<file path="config.mk">
export PLATFORM = sky130hd
export DESIGN_NAME = mle_front
export DESIGN_NICKNAME = d
export VERILOG_FILES = /design/src/hdl/mle_pkg.sv /design/src/hdl/mle_front.sv
export SDC_FILE = /design/constraint.sdc
export NUM_CORES = 1
export LEC_CHECK = 0
export BUFFER_PORTS_ARGS = -buffer_cell sky130_fd_sc_hd__buf_2
export CAP_MARGIN = 20
export CORE_AREA = 8 8 158 160
export DETAILED_ROUTE_END_ITERATION = 8
export DIE_AREA = 0 0 166 168
export GPL_ROUTABILITY_DRIVEN = 0
export GPL_TIMING_DRIVEN = 0
export HOLD_SLACK_MARGIN = 0.1
export SYNTH_ARGS = -nofsm -noshare
export SYNTH_HDL_FRONTEND = slang
export SYNTH_SLANG_ARGS = --single-unit
</file>
<file path="constraint.sdc">
create_clock -name clk_i -period 3.8 [get_ports clk_i]
set_input_delay 0.57 -clock clk_i [delete_from_list [all_inputs] [get_ports clk_i]]
set_output_delay 0.57 -clock clk_i [all_outputs]
set_load 0.02 [all_outputs]
</file>
<file path="src/hdl/mle_pkg.sv">
// Package for the instruction executor: operation and status codes, queue beat type.
// No dependencies.
package mle_pkg;

  localparam int unsigned PcBitsDef  = 16;
  localparam int unsigned NumRegsDef = 32;
  localparam int unsigned PcOutBits  = 16;

  localparam logic [4:0] RegService  = 5'd2;
  localparam logic [4:0] RegArgument = 5'd4;
  localparam logic [4:0] RegLink     = 5'd31;

  typedef enum logic [4:0] {
    OP_NOP = 5'd0, OP_LI = 5'd1, OP_ADD = 5'd2, OP_ADDI = 5'd3, OP_ADDU = 5'd4,
    OP_ADDIU = 5'd5, OP_SUB = 5'd6, OP_MUL = 5'd7, OP_DIV = 5'd8, OP_MOVE = 5'd9,
    OP_SUBI = 5'd10, OP_MULI = 5'd11, OP_DIVI = 5'd12, OP_J = 5'd13, OP_JR = 5'd14,
    OP_JAL = 5'd15, OP_SYSCALL = 5'd16
  } op_e;

  typedef enum logic [1:0] {
    ST_DONE = 2'd0, ST_SYSCALL = 2'd1, ST_UNKNOWN = 2'd2, ST_DIVZERO = 2'd3
  } status_e;

  // Classified instruction handed from front to back
  typedef struct packed {
    logic        known;
    logic [4:0]  op;
    logic [4:0]  dest;
    logic [4:0]  src_a;
    logic [4:0]  src_b;
    logic [31:0] imm;
    logic [15:0] jt;
  } instr_t;

endpackage

</file>
<file path="src/hdl/mle_front.sv">
// Front end: accepts instruction beats, classifies them, holds them in a two-entry queue.
// Depends on mle_pkg.
module mle_front import mle_pkg::*; (
  input  logic        clk_i,
  input  logic        rst_ni,
  input  logic        push_i,
  output logic        full_o,
  input  logic [4:0]  operation_i,
  input  logic [4:0]  dest_reg_i,
  input  logic [4:0]  src_a_reg_i,
  input  logic [4:0]  src_b_reg_i,
  input  logic [31:0] immediate_i,
  input  logic [15:0] jump_target_i,
  output logic        q_valid_o,
  output instr_t      q_data_o,
  input  logic        q_take_i
);

  instr_t     mem_q [2];
  logic       wp_q, rp_q;
  logic [1:0] cnt_q;
  logic       wr, rd;
  instr_t     in_w;

  // Classification of the incoming beat
  always_comb begin
    in_w       = '0;
    in_w.known = (operation_i <= OP_SYSCALL);
    in_w.op    = operation_i;
    in_w.dest  = dest_reg_i;
    in_w.src_a = src_a_reg_i;
    in_w.src_b = src_b_reg_i;
    in_w.imm   = immediate_i;
    in_w.jt    = jump_target_i;
  end

  assign full_o    = cnt_q[1];
  assign q_valid_o = (cnt_q != 2'd0);
  assign q_data_o  = mem_q[rp_q];
  assign wr        = push_i && !full_o;
  assign rd        = q_take_i && q_valid_o;

  always_ff @(posedge clk_i) begin
    if (wr) begin
      mem_q[wp_q] <= in_w;
    end
  end

  // Queue pointers
  always_ff @(posedge clk_i or negedge rst_ni) begin
    if (!rst_ni) begin
      wp_q  <= 1'b0;
      rp_q  <= 1'b0;
      cnt_q <= 2'd0;
    end else begin
      if (wr) wp_q <= ~wp_q;
      if (rd) rp_q <= ~rp_q;
      cnt_q <= cnt_q + {1'b0, wr} - {1'b0, rd};
    end
  end

`ifndef SYNTHESIS
  a_cnt_max: assert property (@(posedge clk_i) disable iff (!rst_ni) cnt_q <= 2'd2)
    else $error("front queue overflow");
  a_no_wr_full: assert property (@(posedge clk_i) disable iff (!rst_ni)
    cnt_q == 2'd2 |-> !wr) else $error("write into full queue");
  a_cnt_step: assert property (@(posedge clk_i) disable iff (!rst_ni)
    (wr && !rd) |=> cnt_q == $past(cnt_q) + 2'd1) else $error("count step");
`endif

endmodule

</file>
==> results.md, run 1 <==
Outcome:
- The run finished with clean final reports.

Place:
- The placed instance area is 0.00672 mm^2.
- The HPWL after detailed placement is 8160 um.
- The number of buffers added on ports is 142.

CTS:
- The hold buffer count at CTS is 1.
- The number of clock sinks seen by CTS is 142.
- The CTS tree is done.
- Clock-pin slew was measured on the worst setup and hold paths at 60 ps.
- The H-tree depth is 4.
- The buffer type at the clock tree root is clkbuf_16.
- The number of gates resized after CTS was 0.
- The later pin in the worst-skew pair is clocked with a latency of 400 ps.
- The number of setup buffers added after CTS is 0.
- The clock passes through at most 2 buffers.
- The TritonCTS buffer count is 17.

Power and ir drop:
- The largest voltage drop on the vdd net is about 280 uV.
- In this run the power density over the cells is roughly 810 mW/mm^2.
- The leakage power summed over all cells is 2.89 nW.
- After layout, the design draws a total of around 5.9 mW.

Setup path:
- The start point of the critical path is rp_q.
- In this run the worst setup path terminates at q_data_o[11].
- In this run the worst path has a maximum fanout of 10.
- The startpoint identified for the worst register-to-register timing path is cnt_q[1].
- At the worst endpoint, the arrival time is 1630 ps.
- STA classifies the critical path startpoint as a flip-flop.
- The required time of the critical path is 3230 ps.
- The worst setup path is captured at an output port.
- The critical path class is reg -> out.
- The length in cells of the worst reg-to-reg path is 3.
- The endpoint of the worst-slack reg-to-reg timing path is mem_q[1][52].
- The worst register-to-register path has a setup slack of 1890 ps.

Timing:
- Between clock sinks in the finished design, the worst skew comes to 8.27 ps.
- The ratio of final minimum period to clock period is 57.9%.
- The worst-margin pin slew is roughly 700 ps.
- The count of pins over their slew limit is 0.
- The number of hold violations in the final report was 0.
- Hold timing on the final database bottoms out at a slack of between 300 and 400 ps.
- The minimum clock period after layout is 2200 ps.
- Measured against its own limit, the worst slew margin works out to 53.3%.
- Setup repair after global routing left no endpoint under its margin.
- The highest clock frequency the design can meet is 0.455 GHz.
- Setup violations remaining at the end of the flow were counted as 0.

Detailed routing:
- After detailed routing, the average wire length per cell comes to 16.0 um.
- The number of routed nets with antenna violations is 0.
- The DRC violation total after the first TritonRoute iteration is 94.
- The total wire length is ~11,000 um.
- Across all layers, the routed design uses 2,702 vias.
- The number of optimization iterations in the first detailed-route pass is 4.
- Dividing the detail-routed via count by the number of cells gives 3.87.
- The detailed-route DRC error count is 0.

Synth:
- The net count of the mapped netlist is 310.
- edfxtp_1 takes more of the synthesized area than any other cell.
- Ranked by total cell area, the synthesized netlist is headed by edfxtp_1, mux2_4, buf_12.
- Summing the areas of all compound-gate instances in the mapped netlist gives less than 1% of the synthesized area.
- The primary flip-flop cell chosen by synthesis mapping is edfxtp_1.
- The number of distinct library cell variants in the gate-level netlist after synthesis is 17.
- In the post-synthesis netlist, the cell with the most instances is edfxtp_1.
- The area of the mapped netlist is 0.00554 mm^2.
- Measured against the total synthesized area, the mux share comes to 18.7%.
- The total of warnings raised by yosys is 0.
- The main combinational cell family by area after synthesis is multiplexers.
- The top cell type by area accounts for between 70% and 80% of the synthesized area.
- The fraction of synthesized cell area in xor and xnor cells is 0.474%.
- Sorting the synthesized cells by how often they occur yields edfxtp_1, mux2_4, buf_12.
- Counting flops with a built-in enable in the synthesized netlist gives around 140.
- Summing the areas of all and, or, nand and nor instances in the mapped netlist gives 0.835% of the synthesized area.
- The share of flip-flops with an asynchronous set or reset after synthesis is 2.82%.
- For this run, the register share of the synthesized area comes to 76.6%.
- Synthesis handed over a netlist of 237 instances.
- Summing the areas of all fa, ha and maj instances in the mapped netlist gives 0.226% of the synthesized area.
- The average cell area after synthesis is 23.4 um^2.
- In this run, synthesis produced a sequential element count of 142.

Die:
- The die is 166 um wide.
- Measured along the y axis, the die boundary spans 168 um.
- The floorplan step defined a core boundary enclosing 0.0224 mm^2.
- The initial utilization of the core area, before any placement, comes to 24.8%.
- The number of rows in the core area is 55.
- The die outline area is ~0.028 mm^2.
- The number of ports placed on the die boundary is 143.

Cells and area:
- The filler cells instantiated in the layout total between 2,000 and 2,500.
- Of the cells placed in the final design, the portion with a size suffix greater than 1 is about three fifths.
- The relative area change from synthesis to final layout is 31.4%.
- The finished cells cover 0.00728 mm^2.
- The final layout contains 476 nets.

Global route:
- The first global-routing pass estimated ~17,000 um of wire.
- The number of antenna violations at the first check in global routing is 0.
- The global-route usage over all layers is 8.26%.
- The total congestion overflow after global routing is 0.
- The via count of the first global-routing pass came to slightly above 3,000.
- Entering global routing, the biggest net connects 30 pins.

Flow run:
- Max-cap violations in this run came to 0.

Min path:
- The min-delay analysis places its worst path in the category in -> reg.
==> layout make-up <==
type / count / area, um^2 / share of cell area (%)
Inverter: 1 / 3.75 / 0.0515
Multi-Input combinational cell: 86 / 1160 / 15.9
Buffer: 8 / 151 / 2.08
Timing Repair Buffer: 147 / 816 / 11.2
Antenna cell: 1 / 2.50 / 0.0344
Sequential cell: 142 / 4240 / 58.3
Clock buffer: 17 / 425 / 5.84
Clock inverter: 12 / 125 / 1.72
Tap cell: 285 / 357 / 4.90
==> per-stage QoR <==
step / std cells / setup slack [ps] / utilization [%] / TNS [ps]
floorplan: 237 / -289 / - / -39850
global placement: 664 / -2020 / 29.6 / -277970
detailed placement: 668 / 1690 / 30.1 / 0
CTS: 698 / 1520 / 32.6 / 0
global route: 698 / 1510 / 32.6 / 0
finish: 699 / 1600 / 32.6 / 0
==> worst min-delay path by stage <==
stage	startpoint	endpoint	slack, ps	depth (start not counted)
floorplan	rst_ni	cnt_q[0]	270	0
global placement	rst_ni	rp_q	380	1
detailed placement	rst_ni	rp_q	380	1
CTS	immediate_i[30]	mem_q[1][46]	320	1
global route	immediate_i[30]	mem_q[1][46]	320	1
finish	immediate_i[30]	mem_q[1][46]	350	1
==> cells by family after synthesis <==
family	after synthesis
buffers and inverters	9
xor gates and xnor gates	3
DFF	142
adders and majority gates	1
AOI/OAI and AO/OA	4
and+or+nand+nor	9
muxes	69
==> flip-flops by register name, indices dropped and copies added (netlist names) <==
| register | count |
|---|---|
| cnt_q | 2 |
| mem_q | 138 |
| rp_q | 1 |
| wp_q | 1 |
==> power by group <==
part | internal [mW] | leakage (nW) | switching [mW] | total, mW
Combinational | 1.01 | 1.29 | 1.14 | 2.15
Sequential | 2.09 | 1.32 | 0.0836 | 2.18
Clock | 0.950 | 0.278 | 0.606 | 1.56
==> critical path, cell delays in order (launching register included) <==
cell and delay, ps:
dfrtp_1 340, buf_6 210, buf_12 190, mux2_4 300, buf_2 170
==> layout by cell type (no fill, tap or decap), types with 2 or more instances in the layout <==
cell	count
buf_2	142
edfxtp_1	138
mux2_4	69
clkbuf_16	17
buf_12	9
clkinv_2	6
clkinv_4	4
dfrtp_1	4
xnor2_1	3
nor2_4	2
nor2b_1	2
o21ai_0	2
bufinv_16	2
buf_16	2
==> metal layers <==
metal | share of wire [%] | vias up | track usage [%]
met5 | 0 | - | 0
met4 | 1.8 | 0 | 4.03
met3 | 6.6 | 10 | 3.23
met2 | 51 | 78 | 14.3
met1 | 40 | 1346 | 8.70
li1 | - | 1268 | -
No activity file was read; power rests on OpenSTA's default activity.
==> run 2, diff against run 1 <==
==> constraint.sdc (replaced) <==
create_clock -name clk_i -period 1.8 [get_ports clk_i]
set_input_delay 0.27 -clock clk_i [delete_from_list [all_inputs] [get_ports clk_i]]
set_output_delay 0.27 -clock clk_i [all_outputs]
set_load 0.02 [all_outputs]
==> results.md, run 2 (same netlist as run 1, synthesis figures left out) <==
Outcome:
- The flow ran to the end, but the final reports show violations.
- The final reports fail on setup timing.

Setup path:
- The delay of the slowest cell on the worst path came to 370 ps (+30 ps).
- The required time of the critical path was 1530 ps (-1700 ps).
- The worst path arrival time is 1580 ps (-50 ps).
- The cell seen most often among critical-path stages is buf_12.
- The critical path class is reg -> out.
- STA classifies the critical path endpoint as an output port.
- The critical path goes through buf_12 > buf_12 > mux2_4 > buf_6.
- The slowest cell on the critical path is dfrtp_1.
- The maximum net fanout on the critical path is 10 (unchanged).
- The length in cells of the worst reg-to-reg path is 2 (-1).
- The startpoint type of the worst setup path is a flip-flop.

Cells and area:
- The flip-flop count of the largest register after layout is 138 (unchanged).
- In the layout the commonest cells are edfxtp_1, buf_2, mux2_4, dlygate4sd3_1, buf_6.
- The most common cell after layout, fill and taps aside is edfxtp_1.
- The area occupied by registers is 0.00425 mm^2 (about the same).
- The largest registers in the layout are mem_q: 138 flops, cnt_q: 2 flops.
- The count of fill cells added during filler insertion is 2,044 (-4.3%).
- The number of antenna diodes came to 0 (-1).
- The share of final-layout standard cells stronger than drive strength 1 is 53.4% (-8.4 points).
- From synthesis to final layout, the design area changed by 53.4%.
- The total area of multi-input combinational cells is 0.00118 mm^2 (+1.7%).
- The register with the most flip-flops in the final layout is mem_q.
- The core occupancy in the finished layout was 38.0% (+5.5 points).
- The number of nets in the finished design was 550 (+16%).

Detailed routing:
- The via-per-instance ratio is 3.87 (+0.14%).
- The number of optimization iterations in the first detailed-route pass was 3 (-1).
- The detailed-route DRC error count is 0 (unchanged).
- The via count is 2,996 (+11%).
- The number of routed nets with antenna violations came to 0 (unchanged).
- The average routed wire per standard cell is 16.3 um (+2.4%).
- The DRC violation total after the first TritonRoute iteration is 75 (-20%).
- The total wire length is 12,600 um (+13%).

Min path:
- The hold path depth is 3 (+2).
- The worst hold path belongs to the class in -> reg.

Place:
- The number of buffers added on ports is 142 (unchanged).
- The worst setup slack after placement is -333 ps (-2020 ps).
- The HPWL after detailed placement is 8270 um (+1.4%).

Timing:
- The worst clock skew is 8.88 ps (+0.611 ps).
- The number of hold violations in the final report is 0 (unchanged).
- The minimum setup slack in the final design is -47.3 ps (-1650 ps).
- The number of setup violations in the final report came to 69 (+69).
- The highest clock frequency the design can meet is 0.541 GHz.
- The final hold slack was 142 ps (-213 ps).
- The count of pins over their slew limit was 0 (unchanged).
- The smallest clock period supported by the final layout is computed as 1850 ps.
- The relative slew slack is 49.3% (-4.1 points).
- Setup repair after global routing could not meet its margin everywhere.
- The worst path uses 103% of the clock period.
- The worst-margin pin slew was 760 ps (+62.2 ps).

CTS:
- TritonCTS built the clock tree.
- The H-tree depth is 4 (unchanged).
- The clock insertion delay at the later pin of the skew report is 410 ps (about the same).
- The clock tree buffer depth is 2 (unchanged).
- The number of clock sinks seen by CTS is 142 (unchanged).
- The CTS clock-pin slew for the worst setup and hold paths was 60 ps (about the same).
- The TritonCTS buffer count is 17 (unchanged).
- The tree is rooted in a clkbuf_16.

Power and ir drop:
- The power density over cell area is 1640 mW/mm^2 (+100%).
- The switching share of power is 29.8% (-1.3 points).
- The largest voltage drop on the vdd net is 715 uV (+160%).
- The power share of the clock group was 25.8% (-0.7 points).
- The internal power component came to 9.81 mW (+140%).
- The leakage power summed over all cells is 3.35 nW (+16%).
- The sequential group share of total power is 33.0% (-4.0 points).
- The combinational share of power was 41.2% (+4.7 points).
- The net switching component of the power came to 4.16 mW (+130%).
- The total power is 14.0 mW (+140%).

Die:
- The core area was 0.0224 mm^2 (unchanged).
- The number of rows in the core area is 55 (unchanged).
- The die outline area is 0.0279 mm^2 (unchanged).
- The horizontal die dimension is 166 um (unchanged).
- The y dimension of the die came to 168 um (unchanged).
- The initial cell density of the core is 24.8% (unchanged).
- The number of ports placed on the die boundary is 143 (unchanged).

Global route:
- The first-pass GRT wire length is 19,600 um (+12%).
- The total congestion overflow after global routing came to 0 (unchanged).
- The global-route usage over all layers was 9.24% (+0.98 points).
- The via count of the first global-routing pass came to 3,482 (+13%).
- The maximum number of pins on one net before global-route repair is 25 (-17%).
- The number of antenna violations at the first check in global routing is 0 (unchanged).

Flow run:
- The reported max-cap violation count is 0 (unchanged).
[run 2: final cells by class]
class                           count  area share [%]
Sequential cell                   142            49.9
Timing Repair Buffer              220            23.2
Multi-Input combinational cell     88            13.9
Clock buffer                       19            5.09
Tap cell                          285            4.19
Clock inverter                     12            1.99
Buffer                              7            1.65
Inverter                            1          0.0441
[run 2: timing repair]
item	4_1_cts	5_1_grt
endpoints found under the setup margin	160	69
hold buffers	69	0
pin swaps	2	0
gates resized for setup	137	2
hold endpoints to repair	140	0
buffers inserted	4	0
gates cloned	3	0
[run 2: power by group through the flow]
stage               Clock [mW]  Combinational, mW  Sequential (mW)
finish                    3.60               5.76             4.61
global route              3.87               6.11             4.66
CTS                       3.73               5.88             4.62
detailed placement           0               4.68             4.67
global placement             0               4.50             4.67
floorplan                    0               3.30             4.65
[run 2: per-stage QoR]
step / instances / instance area (um^2) / TNS (ps)
finish: 774 / 8500 / -2060
global route: 774 / 8500 / -6880
CTS: 774 / 8500 / -5410
detailed placement: 668 / 6720 / -18690
global placement: 664 / 6640 / -125030
floorplan: 237 / 5570 / -39980
[run 2: routing by layer]
| layer | routed length [um] | vias up | track usage [%] |
|---|---|---|---|
| li1 | - | 1419 | - |
| met1 | 5180 | 1483 | 9.92 |
| met2 | 6510 | 87 | 16.1 |
| met3 | 866 | 7 | 4.19 |
| met4 | 82 | 0 | 2.85 |
| met5 | 0 | - | 0 |
[run 2: final timing paths]
kind | startpoint | slack, ps | end
setup / recovery | rp_q | -50 | q_data_o[25]
hold / removal | q_take_i | 140 | rp_q
setup reg to reg | cnt_q[1] | 190 | mem_q[0][63]
hold reg to reg | cnt_q[0] | 540 | cnt_q[0]
max in group asynchronous | rst_ni | 1450 | cnt_q[1]
min in group asynchronous | rst_ni | 220 | cnt_q[1]
[run 2: critical path, delay by kind of cell, from the launching register on]
kind     cells  cell delay, ps
mux          1             320
flops        1             370
buf+inv      3             480
==> run 3, diff against run 2 <==
--- a/config.mk
+++ b/config.mk
@@ -5,14 +5,16 @@
 export SDC_FILE = /design/constraint.sdc
 export NUM_CORES = 1
 export LEC_CHECK = 0
+export ABC_AREA = 1
 export BUFFER_PORTS_ARGS = -buffer_cell sky130_fd_sc_hd__buf_2
 export CAP_MARGIN = 20
-export CORE_AREA = 8 8 158 160
+export CORE_AREA = 3 3 110 112
 export DETAILED_ROUTE_END_ITERATION = 8
-export DIE_AREA = 0 0 166 168
+export DIE_AREA = 0 0 113 115
 export GPL_ROUTABILITY_DRIVEN = 0
 export GPL_TIMING_DRIVEN = 0
 export HOLD_SLACK_MARGIN = 0.1
+export PLACE_DENSITY = 0.75
 export SYNTH_ARGS = -nofsm -noshare
 export SYNTH_HDL_FRONTEND = slang
 export SYNTH_SLANG_ARGS = --single-unit
==> results.md, run 3 <==
Outcome:
- The flow ran to the end, and the final reports show no timing, DRC or antenna violations.

Cells and area:
- The flip-flop count of the largest register after layout was 138 (unchanged).
- The relative area change from synthesis to final layout is 46.6%.
- The share of final-layout standard cells stronger than drive strength 1 came to 31.5% (-22 points).
- The count of fill cells added during filler insertion is 817 (-60%).
- In the layout the commonest cells are nand2_1, edfxtp_1, buf_2.
- In the final layout, the registers with the most flip-flops are mem_q: 138 flops, cnt_q: 2 flops.
- The area occupied by registers came to 0.00425 mm^2 (unchanged).
- The final instance count without filler cells was 779 (+0.65%).
- The most flop-heavy register is mem_q.
- The number of nets in the finished design was 695 (+26%).
- The most common cell after layout, fill and taps aside is nand2_1.
- The core occupancy in the finished layout is 68.2% (+30 points).
- The final non-filler cell area is 0.00772 mm^2 (-9.2%).
- The total area of multi-input combinational cells is 906 um^2 (-23%).

Flow run:
- The reported max-cap violation count is 0 (unchanged).

Timing:
- The count of pins over their slew limit is 0 (unchanged).
- The minimum clock period after layout is 1730 ps (-119 ps).
- The highest clock frequency the design can meet is 0.579 GHz (+6.9%).
- The worst-margin pin slew is 590 ps (-170 ps).
- The relative slew slack came to 60.6% (+11 points).
- The worst clock skew is 4.84 ps (-4.04 ps).
- The number of hold violations in the final report came to 0 (unchanged).
- The number of setup violations in the final report is 0 (-100%).
- The minimum setup slack in the final design came to 71.4 ps (+119 ps).
- The ratio of final minimum period to clock period is 96.0% (-6.6 points).
- The post-route setup TNS is 0 ps (+2060 ps).
- Setup repair after global routing could not meet its margin everywhere.
- The final hold slack is 168 ps (+26.3 ps).

Power and ir drop:
- The total power is 13.1 mW (-5.9%).
- The power density over cell area is 1700 mW/mm^2 (+3.7%).
- The largest voltage drop on the vdd net is 841 uV (+18%).
- The leakage power summed over all cells is 3.33 nW (-0.79%).

Synth:
- By count the netlist is led by nand2_1, edfxtp_1, buf_4.
- The biggest area contributor in the post-synthesis netlist is edfxtp_1.
- The total of warnings raised by yosys is 0 (unchanged).
- The net count of the mapped netlist came to 461 (+49%).
- By area the synthesized netlist is led by edfxtp_1, nand2_1, dfrtp_1.
- The area of the mapped netlist is 0.00527 mm^2 (-5.0%).
- The number of enable-type register cells in the synthesized netlist is 138 (unchanged).
- Among all cell types in the netlist, the one instantiated most often is nand2_1.
- The sequential element share of the synthesized area is 80.6% (+4.0 points).
- The area fraction of the dominant cell type after synthesis is 78.7% (+3.9 points).
- The flip-flop and latch count after synthesis came to 142 (unchanged).
- The average cell area after synthesis is 13.6 um^2 (-42%).
- The gate count of the mapped netlist is 388 (+64%).
- The primary flip-flop cell chosen by synthesis mapping is edfxtp_1.
- The number of distinct library cell variants in the gate-level netlist after synthesis is 16 (-1).
- The share of flip-flops with an asynchronous set or reset after synthesis is 2.82% (unchanged).

Die:
- The die outline area came to 0.0130 mm^2 (-53%).
- The y dimension of the die came to 115 um (-32%).
- The initial cell density of the core is 46.5% (+22 points).
- The core area is 0.0113 mm^2 (-49%).
- The horizontal die dimension is 113 um (-32%).
- The number of rows in the core area is 39 (-29%).
- The number of ports placed on the die boundary is 143 (unchanged).

Detailed routing:
- The detailed route wirelength on metal2 is 6270 um (-3.8%).
- The via count is 3,635 (+21%).
- The number of routed nets with antenna violations is 0 (unchanged).
- The average routed wire per standard cell is 15.1 um (-7.5%).
- The detailed-route DRC error count is 0 (unchanged).
- The via-per-instance ratio is 4.67 (+21%).
- The routed length on met3 was 691 um (-20%).
- The DRC violation total after the first TritonRoute iteration came to 143 (+91%).
- The length of routed wiring on met1 is 4590 um (-11%).
- The number of optimization iterations in the first detailed-route pass came to 4 (+1).
- The total wire length came to 11,800 um (-6.9%).
- Signal routing reaches up to met4.

Place:
- The placed instance area was 0.00626 mm^2 (-6.8%).
- The cell total after placement is 677 (+1.3%).
- The number of buffers added on ports is 142 (unchanged).
- The HPWL after detailed placement came to 7220 um (-13%).
- The worst setup slack after placement is 82.9 ps (+416 ps).

Min path:
- The hold path depth is 3 (unchanged).
- The worst hold-check path type is in -> reg.

Setup path:
- The required time of the critical path came to 1530 ps (about the same).
- The slack of the worst reg-to-reg path was 100 ps (-90 ps).
- The length in cells of the worst reg-to-reg path was 4 (+2).
- The critical path goes through buf_6 > clkinv_8 > buf_6 > nand2_1 > nand2_1 > buf_2.
- The worst path arrival time is 1460 ps (-120 ps).
- The critical path is of the reg -> out type.
- For this design, the slowest cell found on the critical path is dfrtp_1.
- The delay of the slowest cell on the worst path came to 370 ps (about the same).
- The maximum net fanout on the critical path is 10 (unchanged).
- STA classifies the critical path endpoint as an output port.
- The worst setup path is launched from a flip-flop.

CTS:
- The clock tree buffer depth is 2 (unchanged).
- The buffer type at the clock tree root is clkbuf_16.
- The H-tree depth is 4 (unchanged).
- The number of clock sinks seen by CTS is 142 (unchanged).
- The CTS tree is done.
- The TritonCTS buffer count is 17 (unchanged).
- The clock insertion delay at the later pin of the skew report is 410 ps (about the same).
- The CTS clock-pin slew for the worst setup and hold paths is 60 ps (about the same).

Global route:
- The via count of the first global-routing pass is 3,864 (+11%).
- The maximum number of pins on one net before global-route repair is 29 (+16%).
- The global-route usage over all layers came to 19.0% (+9.7 points).
- The first-pass GRT wire length is 19,000 um (-3.3%).
- The total congestion overflow after global routing is 0 (unchanged).
- The number of antenna violations at the first check in global routing is 1 (+1).
## run 3: cell types whose count changed after synthesis, moves of 2 or more
cell,before,now
buf_6,1,4
buf_12,7,0
inv_1,1,4
xnor2_1,3,0
xor2_1,0,3
nand2_1,1,213
nor2b_1,2,0
buf_4,0,6
o21ai_0,2,0
mux2_4,69,0
buf_2,0,5
## run 3: path summary, 6_finish.rpt
kind,end,from
max in group asynchronous,cnt_q[1],rst_ni
hold / removal,rp_q,q_take_i
setup / recovery,q_data_o[23],rp_q
min in group asynchronous,cnt_q[1],rst_ni
setup reg to reg,mem_q[0][25],cnt_q[1]
hold reg to reg,cnt_q[0],cnt_q[0]
## run 3: power by group
group | total [mW] | internal (mW) | switching (mW)
Clock | 3.87 | 2.60 | 1.27
Combinational | 4.67 | 1.65 | 3.03
Sequential | 4.60 | 4.42 | 0.180
Total | 13.1 | 8.67 | 4.48
## run 3: final cells by class
| cell class | count | share of cell area [%] |
|---|---|---|
| clock inverters | 10 | 2.37 |
| flip-flops and latches | 142 | 55.0 |
| plain buffers | 14 | 2.04 |
| well taps | 143 | 2.32 |
| diodes | 1 | 0.0324 |
| inverters | 5 | 0.405 |
| repair buffers | 216 | 19.8 |
| clock buffers | 22 | 6.27 |
| multi-input cells | 226 | 11.7 |
## run 3: what timing repair did
action / in CTS / in global routing
endpoints found under the setup margin: 31 / 62
hold endpoints to repair: 140 / 0
gates resized for setup: 4 / 32
hold buffers: 69 / 0
setup buffers: 0 / 1
## run 3: cells by family after synthesis
group	share of synthesized area, %
compound gates	0.166
flops	80.6
buf+inv	2.59
fa+ha+maj	0.238
simple gates	15.9
xor+xnor	0.499
## run 3: layer usage
metal	up-vias	global-route usage, %
met1	1709	22.5
met5	-	0
met3	15	5.79
li1	1786	-
met4	0	6.65
met2	125	33.1
## run 3: critical path: cells and delay by family (launching register included)
kind	cells	cell delay, ps
flops	1	370
buf+inv	4	540
simple gates	2	140
